## src/sv/bda_pkg.sv

```systemverilog
`timescale 1ns / 1ps
// Shared constants and helpers for the binary to decimal ASCII converter.
package bda_pkg;

    localparam int VALUE_WIDTH_DEF = 64;
    localparam int IN_VALUE_W      = 64;
    localparam int CHAR_W          = 8;
    localparam int RADIX           = 10;

    localparam logic [CHAR_W-1:0] CHAR_ZERO  = 8'd48;
    localparam logic [CHAR_W-1:0] CHAR_MINUS = 8'd45;

    // decimal digits of 2^w - 1: floor(w * log10(2)) + 1, log10(2) ~ 1233 / 4096
    function automatic int num_digits(input int w);
        int n;
        n = ((w * 1233) >> 12) + 1;
        if (RADIX != 10) begin
            n = w;
        end
        return n;
    endfunction

endpackage

```

## src/sv/bda_if.sv

```systemverilog
`timescale 1ns / 1ps
// Valid/ready channel interfaces for the converter input and output words.
interface bda_in_if;
    import bda_pkg::*;

    logic                  valid;
    logic                  ready;
    logic [IN_VALUE_W-1:0] value;
    logic                  is_signed;

    modport source (output valid, output value, output is_signed, input ready);
    modport sink   (input valid, input value, input is_signed, output ready);
endinterface

interface bda_out_if;
    import bda_pkg::*;

    logic              valid;
    logic              ready;
    logic [CHAR_W-1:0] char_code;
    logic              last;

    modport source (output valid, output char_code, output last, input ready);
    modport sink   (input valid, input char_code, input last, output ready);
endinterface

```

## src/sv/binary_to_decimal_ascii_unit.sv

```systemverilog
`timescale 1ns / 1ps
// Binary to decimal ASCII converter: microcoded double-dabble sequencer and output register.
//
// Converts the low VALUE_WIDTH bits of each input word (two's complement when
// is_signed is set) to decimal text, one ASCII character per output word, most
// significant digit first, '-' ahead of a negative value, last set on the final
// digit. The sequencer accepts the word, runs one shift-and-add-3 step per input
// bit, strips leading zero digits from the BCD register one at a time, sends the
// '-' for a negative value from its sign step, then sends one character per digit
// as the output register frees up. A new word is taken while the final character
// still waits in the output register.
module binary_to_decimal_ascii_unit #(
    parameter int VALUE_WIDTH = bda_pkg::VALUE_WIDTH_DEF
) (
    input  logic      i_clk,
    input  logic      i_rst_n,
    bda_in_if.sink    i_in,
    bda_out_if.source o_out
);
    import bda_pkg::*;

    localparam int NUM_DIGITS = num_digits(VALUE_WIDTH);
    localparam int BCD_W      = 4 * NUM_DIGITS;
    localparam int BITS_W     = $clog2(VALUE_WIDTH + 1);
    localparam int REMAIN_W   = $clog2(NUM_DIGITS + 1);
    localparam int PC_W       = 3;

    typedef enum logic [2:0] {
        OP_WAIT,
        OP_DABBLE,
        OP_NORM,
        OP_SIGN,
        OP_EMIT,
        OP_NOP
    } t_op;

    typedef enum logic [2:0] {
        C_NO_ACCEPT,
        C_BITS_LEFT,
        C_LEAD_ZERO,
        C_SIGN_WAIT,
        C_EMIT_WAIT,
        C_ALWAYS
    } t_cond;

    typedef logic [PC_W-1:0] t_pc;

    typedef struct packed {
        t_op   op;
        t_cond cond;
        t_pc   target;
    } t_ctrl;

    localparam t_pc STEP_WAIT   = 3'd0;
    localparam t_pc STEP_DABBLE = 3'd1;
    localparam t_pc STEP_NORM   = 3'd2;
    localparam t_pc STEP_SIGN   = 3'd3;
    localparam t_pc STEP_EMIT   = 3'd4;
    localparam t_pc STEP_DONE   = 3'd5;

    t_pc                   r_pc, n_pc;
    logic [VALUE_WIDTH-1:0] r_bin, n_bin;
    logic [BCD_W-1:0]      r_bcd, n_bcd;
    logic [BITS_W-1:0]     r_bits, n_bits;
    logic [REMAIN_W-1:0]   r_remain, n_remain;
    logic                  r_neg, n_neg;
    logic                  r_out_valid, n_out_valid;
    logic [CHAR_W-1:0]     r_char, n_char;
    logic                  r_last, n_last;

    t_ctrl                  ctrl;
    logic                   in_accept;
    logic                   out_free;
    logic                   lead_zero;
    logic                   remain_one;
    logic                   cond_hit;
    logic [VALUE_WIDTH-1:0] in_v;
    logic                   in_neg;
    logic [BCD_W-1:0]       bcd_adj;
    logic [3:0]             top_digit;

    // microprogram
    always_comb begin
        unique case (r_pc)
            STEP_WAIT:   ctrl = '{op: OP_WAIT,   cond: C_NO_ACCEPT, target: STEP_WAIT};
            STEP_DABBLE: ctrl = '{op: OP_DABBLE, cond: C_BITS_LEFT, target: STEP_DABBLE};
            STEP_NORM:   ctrl = '{op: OP_NORM,   cond: C_LEAD_ZERO, target: STEP_NORM};
            STEP_SIGN:   ctrl = '{op: OP_SIGN,   cond: C_SIGN_WAIT, target: STEP_SIGN};
            STEP_EMIT:   ctrl = '{op: OP_EMIT,   cond: C_EMIT_WAIT, target: STEP_EMIT};
            default:     ctrl = '{op: OP_NOP,    cond: C_ALWAYS,    target: STEP_WAIT};
        endcase
    end

    assign i_in.ready      = (ctrl.op == OP_WAIT);
    assign in_accept       = i_in.valid && i_in.ready;
    assign out_free        = !r_out_valid || o_out.ready;
    assign o_out.valid     = r_out_valid;
    assign o_out.char_code = r_char;
    assign o_out.last      = r_last;

    assign in_v       = i_in.value[VALUE_WIDTH-1:0];
    assign in_neg     = i_in.is_signed && in_v[VALUE_WIDTH-1];
    assign top_digit  = r_bcd[BCD_W-1 -: 4];
    assign remain_one = (r_remain == REMAIN_W'(1));
    assign lead_zero  = (top_digit == 4'd0) && !remain_one;

    always_comb begin
        for (int i = 0; i < NUM_DIGITS; i++) begin
            if (r_bcd[4*i +: 4] >= 4'd5) begin
                bcd_adj[4*i +: 4] = r_bcd[4*i +: 4] + 4'd3;
            end else begin
                bcd_adj[4*i +: 4] = r_bcd[4*i +: 4];
            end
        end
    end

    always_comb begin
        unique case (ctrl.cond)
            C_NO_ACCEPT: cond_hit = !in_accept;
            C_BITS_LEFT: cond_hit = (r_bits != BITS_W'(1));
            C_LEAD_ZERO: cond_hit = lead_zero;
            C_SIGN_WAIT: cond_hit = r_neg && !out_free;
            C_EMIT_WAIT: cond_hit = !(out_free && remain_one);
            default:     cond_hit = 1'b1;
        endcase
    end

    always_comb begin
        n_pc        = cond_hit ? ctrl.target : r_pc + t_pc'(1);
        n_bin       = r_bin;
        n_bcd       = r_bcd;
        n_bits      = r_bits;
        n_remain    = r_remain;
        n_neg       = r_neg;
        n_out_valid = r_out_valid && !o_out.ready;
        n_char      = r_char;
        n_last      = r_last;

        unique case (ctrl.op)
            OP_WAIT: begin
                if (in_accept) begin
                    n_bin    = in_neg ? ({VALUE_WIDTH{1'b0}} - in_v) : in_v;
                    n_neg    = in_neg;
                    n_bcd    = '0;
                    n_bits   = BITS_W'(VALUE_WIDTH);
                    n_remain = REMAIN_W'(NUM_DIGITS);
                end
            end
            OP_DABBLE: begin
                n_bcd  = {bcd_adj[BCD_W-2:0], r_bin[VALUE_WIDTH-1]};
                n_bin  = {r_bin[VALUE_WIDTH-2:0], 1'b0};
                n_bits = r_bits - BITS_W'(1);
            end
            OP_NORM: begin
                if (lead_zero) begin
                    n_bcd    = {r_bcd[BCD_W-5:0], 4'd0};
                    n_remain = r_remain - REMAIN_W'(1);
                end
            end
            OP_SIGN: begin
                if (r_neg && out_free) begin
                    n_out_valid = 1'b1;
                    n_char      = CHAR_MINUS;
                    n_last      = 1'b0;
                end
            end
            OP_EMIT: begin
                if (out_free) begin
                    n_out_valid = 1'b1;
                    n_char      = CHAR_ZERO + {4'd0, top_digit};
                    n_last      = remain_one;
                    n_bcd       = {r_bcd[BCD_W-5:0], 4'd0};
                    n_remain    = r_remain - REMAIN_W'(1);
                end
            end
            default: begin
                n_bin = r_bin;
            end
        endcase
    end

    always_ff @(posedge i_clk) begin
        if (!i_rst_n) begin
            r_pc        <= STEP_WAIT;
            r_out_valid <= 1'b0;
        end else begin
            r_pc        <= n_pc;
            r_out_valid <= n_out_valid;
        end
        r_bin    <= n_bin;
        r_bcd    <= n_bcd;
        r_bits   <= n_bits;
        r_remain <= n_remain;
        r_neg    <= n_neg;
        r_char   <= n_char;
        r_last   <= n_last;
    end

endmodule

```

## src/flat_wrapper.sv

```systemverilog
// flat-port wrapper written by rule: the top's interface ports become plain ports
module binary_to_decimal_ascii_unit_flat import bda_pkg::*;
#(
    parameter int VALUE_WIDTH = bda_pkg::VALUE_WIDTH_DEF
)
  (i_clk, i_rst_n, i_in_valid, i_in_value, i_in_is_signed, i_in_ready, o_out_valid, o_out_char_code, o_out_last, o_out_ready);
  bda_in_if i_in_i ();
  bda_out_if o_out_i ();
  input  logic i_clk;
  input  logic i_rst_n;
  input wire logic [$bits(i_in_i.valid)-1:0] i_in_valid;
  input wire logic [$bits(i_in_i.value)-1:0] i_in_value;
  input wire logic [$bits(i_in_i.is_signed)-1:0] i_in_is_signed;
  output wire logic [$bits(i_in_i.ready)-1:0] i_in_ready;
  output wire logic [$bits(o_out_i.valid)-1:0] o_out_valid;
  output wire logic [$bits(o_out_i.char_code)-1:0] o_out_char_code;
  output wire logic [$bits(o_out_i.last)-1:0] o_out_last;
  input wire logic [$bits(o_out_i.ready)-1:0] o_out_ready;
  assign i_in_i.valid = i_in_valid;
  assign i_in_i.value = i_in_value;
  assign i_in_i.is_signed = i_in_is_signed;
  assign i_in_ready = i_in_i.ready;
  assign o_out_valid = o_out_i.valid;
  assign o_out_char_code = o_out_i.char_code;
  assign o_out_last = o_out_i.last;
  assign o_out_i.ready = o_out_ready;
  binary_to_decimal_ascii_unit #(.VALUE_WIDTH(VALUE_WIDTH)) u_core (.i_clk(i_clk), .i_rst_n(i_rst_n), .i_in(i_in_i), .o_out(o_out_i));
endmodule
```

## config.mk

```make
export PLATFORM = sky130hd
export DESIGN_NAME = binary_to_decimal_ascii_unit_flat
export DESIGN_NICKNAME = d
export VERILOG_FILES = /design/src/sv/bda_pkg.sv /design/src/sv/bda_if.sv /design/src/sv/binary_to_decimal_ascii_unit.sv /design/src/flat_wrapper.sv
export SDC_FILE = /design/constraint.sdc
export NUM_CORES = 1
export LEC_CHECK = 0
export BUFFER_PORTS_ARGS = -buffer_cell sky130_fd_sc_hd__buf_2
export CORE_ASPECT_RATIO = 0.7
export CORE_MARGIN = 5
export CORE_UTILIZATION = 50
export DETAILED_ROUTE_END_ITERATION = 10
export GPL_TIMING_DRIVEN = 0
export PLACE_DENSITY = 0.68
export SLEW_MARGIN = 20
export SYNTH_ARGS = -nofsm -noshare
export SYNTH_HDL_FRONTEND = slang
export SYNTH_SLANG_ARGS = --single-unit
export TNS_END_PERCENT = 10
```

## constraint.sdc

```tcl
create_clock -name i_clk -period 9.1 [get_ports i_clk]
set_input_delay 0.455 -clock i_clk [delete_from_list [all_inputs] [get_ports i_clk]]
set_output_delay 0.455 -clock i_clk [all_outputs]
set_load 0.005 [all_outputs]
```

-- After elaboration in Yosys (flattened, before gate mapping)
Index checks and enable logic that the tools add are counted.
W data, S select, Z words.
- flip-flop bits (word level): 170
- input port bits: 69
- output and inout bits: 11
- $add $sub $neg: 25
- magnitude comparators: 20
- equal/unequal tests: 18
- muxes and demuxes: 45
- reductions and logical operators: 27
- operators by type and width (cell ; count):
    $pmux W80 S4 ; 1
    $mux W80 ; 3
    $mux W64 ; 2
    $pmux W64 S2 ; 1
    $ge A4 B3 Y1 const B ; 20
    $add A4 B2 Y4 const B ; 19
    $mux W4 ; 19
    $sub A1 B64 Y64 const A ; 1
    $pmux W9 S5 ; 1
    $eq A3 B2 Y1 const B ; 6
    $mux W8 ; 2
    $pmux W8 S2 ; 1
    $mux W5 ; 3
    $pmux W5 S3 ; 1
    $pmux W7 S2 ; 1
    $eq A3 B1 Y1 const B ; 3
    $eq A3 B3 Y1 const B ; 3
    $logic_not A3 Y1 ; 3
    $reduce_and A4 Y1 ; 2
    $add A6 B4 Y7 const A ; 1
    $logic_and A1 B1 Y1 ; 7
    $mux W7 ; 1
    $ne A7 B1 Y1 const B ; 1
    $sub A7 B1 Y7 const B ; 1
    other kinds (18) ; 32

-- Longest topological paths before layout
- word-level depth: 7
- depth in mapped cells: 9
- mapped depth without buffers: 8

-- Least setup slack after synthesis
OpenSTA, ideal clock, no wires.
- path type: register to register
- start: reg u_core.r_pc[0]
- end: reg u_core.r_bcd[0] (enable)
- arrival: 5624 ps
- required time: 8556 ps
- path slack: 2931 ps
- cell stages (with the launch flop): 8
- buffers on the path: 1
- period minus slack after synthesis: 6169 ps
- path through: dfxtp_1 > inv_1 > ha_1 > nor4_1 > nor4_1 > clkbuf_1 > o21ai_0 > a21oi_1
- word-level cells in the longest chain between the ends: 6
- elaborated cells between the ends (all ways): 16
- those cells by class: 10 x eq/ne; 1 x mux; 5 x reduce/logical
- ends and longest elaborated chain (item ; line ; RTL):
    start: declaration ; binary_to_decimal_ascii_unit.sv:61 ; t_pc r_pc, n_pc;
    start signal: assignment ; binary_to_decimal_ascii_unit.sv:187 ; r_pc <= n_pc;
    $eq A3 B3 Y1 (tied with other cells) ; binary_to_decimal_ascii_unit.sv:84 ; unique case (r_pc)
    $pmux W9 S5 (*) ; binary_to_decimal_ascii_unit.sv:84 ;
    $logic_not A3 Y1 ; binary_to_decimal_ascii_unit.sv:94, binary_to_decimal_ascii_unit.sv:139 ;
    $logic_and A1 B1 Y1 ; binary_to_decimal_ascii_unit.sv:95 ; assign in_accept = i_in.valid && i_in.ready;
    $ne A2 B2 Y1 (no line) ; n/a ;
    $reduce_and A4 Y1 (no line) (*) ; n/a ;
    end signal: assignment ; binary_to_decimal_ascii_unit.sv:191 ; r_bcd <= n_bcd;
    end: declaration ; binary_to_decimal_ascii_unit.sv:63 ; logic [BCD_W-1:0] r_bcd, n_bcd;
Every way passes the cells marked *; elsewhere a longest branch is shown, timed or not.
A chain may end at the register's enable or synchronous reset.

-- Worst setup path after layout
- start: reg u_core.r_pc[0]
- end: reg u_core.r_bcd[24], data pin
- word-level cells in the longest chain between the ends: 4
- elaborated cells between the ends (all ways): 11
- those cells by class: 7 x eq/ne; 2 x mux; 2 x reduce/logical
- ends and longest elaborated chain (item ; line ; RTL):
    $eq A3 B3 Y1 (tied with other cells) ; binary_to_decimal_ascii_unit.sv:84 ;
    $pmux W9 S5 (*) ; binary_to_decimal_ascii_unit.sv:84 ;
    $eq A3 B3 Y1 (tied with other cells) ; binary_to_decimal_ascii_unit.sv:139 ; unique case (ctrl.op)
    $pmux W80 S4 (*) ; binary_to_decimal_ascii_unit.sv:139 ;
    net u_core.n_bcd[24] ; binary_to_decimal_ascii_unit.sv:63 ;
The timed path passes the listed nets; every way through them passes the cells marked *.

==> results.json <==
{
  "outcome": "complete, no violations",
  "cts.clk_slew.worst_paths_ps": 70,
  "min_path_cells": 2,
  "start_kind": "flip-flop",
  "dr_total_vias": 8546,
  "dr.pass1.iters": 5,
  "grt_pass1_wl_um": 41800,
  "syn_to_final_growth_pct": 14.3,
  "min-delay-start": "i_rst_n",
  "hold_slack_ps": 312,
  "fin_nets": 1295,
  "drc": 0,
  "final_cell_mix": "edfxtp_1, a21oi_1, nand2_1",
  "n_antenna_cell": 0,
  "yosysTopAreaCell": "edfxtp_1",
  "crit_fanout": 10,
  "grt_pass1_vias": 7847,
  "ctsResizeCount": 0,
  "rsz0062_at_grt": "no",
  "ff2ff_path_depth": 9,
  "fmax_mhz": 257,
  "yosys-top-cells-area": "edfxtp_1, ha_1, xnor2_1, a21oi_1, o21ai_0",
  "cts_buffers": 17,
  "drive_gt1_frac": 0.114,
  "first_iter_violations": 891,
  "fin_util": 0.587,
  "fin_skew_ps": 10.8,
  "wire_per_inst_um": 18.2,
  "vdd.ir_drop.worst_v": 0.000216,
  "relSlewSlack": 0.215,
  "min_period_ps": 3900,
  "final_area_mm2": 0.0117,
  "gp_congestion": 0.894,
  "synth_ff_type": "edfxtp_1",
  "hold_violations": 0,
  "dp_cells": 1425,
  "htreeDepth": 4,
  "min_to": "u_core.o_out.valid",
  "cts_root_buf": "clkbuf_16",
  "cts_sinks": 167,
  "die_area_mm2": 0.0236,
  "synthCells": 1071,
  "ctsHoldBuffers": 0,
  "fin_tns_setup_ps": 0,
  "num_rows": 43,
  "ys_warn_count": 0,
  "async_flop_share": 0,
  "antenna_left": 0,
  "ioPinCount": 80,
  "clk_latency_ps": 440,
  "dieWidth_um": 181,
  "cts_tree": "yes",
  "end_kind": "flip-flop",
  "port_buffers": 76,
  "cap_violations": 0,
  "p_leak_nw": 4.19,
  "ys_seq_area_frac": 0.484,
  "synth_top_area_frac": 0.476,
  "rrSetupSlack_ps": 5200,
  "critPathKind": "flip-flop to flip-flop",
  "grtUsageTotal": 0.223,
  "finalNonFillerCells": 1457,
  "syn_area_mm2": 0.0103,
  "clk_path_buf_depth": 2,
  "timing.critical_path.required_ps": 9230,
  "ys_types": 50,
  "grt_overflow": 0,
  "postRouteWirelength_um": 26600,
  "ys_ff_latch": 167,
  "grt_max_degree": 26,
  "core_mm2": 0.0200,
  "rr_endpoint": "u_core.r_bcd[24]",
  "dp_hpwl_um": 19100,
  "setup_viol": 0,
  "synth_edf_count": 163,
  "routed_via_density": 5.87,
  "hp-class": "input pin to flip-flop",
  "dpl_cell_area_mm2": 0.0112,
  "p_per_area_mw_per_mm2": 377,
  "drv_slew": 0,
  "r2r-start": "u_core.r_pc[0]",
  "synth.avg_cell_area_um2": 9.59,
  "final_common_cell": "edfxtp_1",
  "antenna_found_initial": 0,
  "crit_arrival_ps": 4030,
  "worst_pin_slew_ps": 1170,
  "dieHeight_um": 130,
  "initial_core_util": 0.513,
  "fin_crit_sh": 0.428,
  "post_cts_buffers": 0
}
## kinds of logic (layout without fill, tap and decap cells)
group           after synthesis  in the layout  share of synthesized area
xor+xnor                     92             92                     0.0784
other cells                   2              3                   0.000731
compound gates              303            303                      0.161
simple gates                358            358                      0.173
buf+inv                      96            211                     0.0381
fa+ha+maj                    52             52                     0.0633
mux                           1              1                   0.000974
flops                       167            167                      0.484
## report_power, final
group          internal, W  switching, W  leakage [nW]  total (W)
combinational     0.000750       0.00129          2.28    0.00204
clock             0.000349      0.000325         0.260   0.000675
sequential         0.00147      0.000244          1.64    0.00171
## Yosys cell counts (all sizes together) (5+ instances only)
library cell / n
nor2b: 8
a21oi: 122
buf: 9
nand4: 7
o22ai: 35
o21ai: 107
a31oi: 15
nor4: 18
or3: 6
inv: 52
nor2: 97
nor3: 26
xor2: 21
nand3: 5
nand2b: 20
nor3b: 34
edfxtp: 163
o31ai: 5
or2: 5
ha: 52
xnor2: 71
clkbuf: 34
nand2: 111
or4: 8
## worst max-delay path by stage
stage                              start                to  cells past startpoint  slack (ps)
final                     u_core.r_pc[0]  u_core.r_bcd[24]                      9        5200
after floorplan           u_core.r_pc[0]   u_core.r_bcd[0]                      7        2930
after detailed placement  u_core.r_pc[0]  u_core.r_bcd[24]                      9        5270
after global routing      u_core.r_pc[0]  u_core.r_bcd[24]                      9        4860
after CTS                 u_core.r_pc[0]  u_core.r_bcd[24]                      9        5260
after global placement    u_core.r_pc[0]   u_core.r_bcd[6]                      7         120
## routing by layer
layer	up-vias	GRT usage	share of wire	wire (um)
met5	-	0	0	0
met4	0	0.0512	0.0065	173
met3	19	0.0396	0.082	2180
met2	385	0.312	0.42	11000
met1	4054	0.359	0.50	13200
li1	4088	-	-	-
## worst max-delay path, stage by stage, from the launching register on
cell      delay (ps)
dfxtp_1          400
inv_1            120
ha_1             260
nor4_1           620
nor2_1           250
nand2_1          160
buf_4            190
clkbuf_1         590
buf_1            740
o22ai_1          250
## final cells by class
type	instances	area (um^2)
fillers	1766	8270
plain buffers	43	193
clock inverters	15	106
inverters	53	199
multi-input cells	809	4940
well taps	270	338
repair buffers	83	566
clock buffers	17	425
flip-flops and latches	167	4970
## sequential cells by signal, indices dropped and copies added (netlist names)
signal	cells
u_core.r_bin	64
u_core.r_pc	3
u_core.o_out.last	1
u_core.r_bcd	80
u_core.r_bits	7
u_core.o_out.char_code	5
u_core.r_neg	1
u_core.r_remain	5
u_core.o_out.valid	1
## metrics by stage
step                worst slack (ps)  total power, W
detailed placement              5270         0.00372
CTS                             5260         0.00441
global route                    4860         0.00473
floorplan                       2930         0.00303
finish                          5200         0.00442
global placement                 121         0.00359
Power figures use the tool's default switching activity.
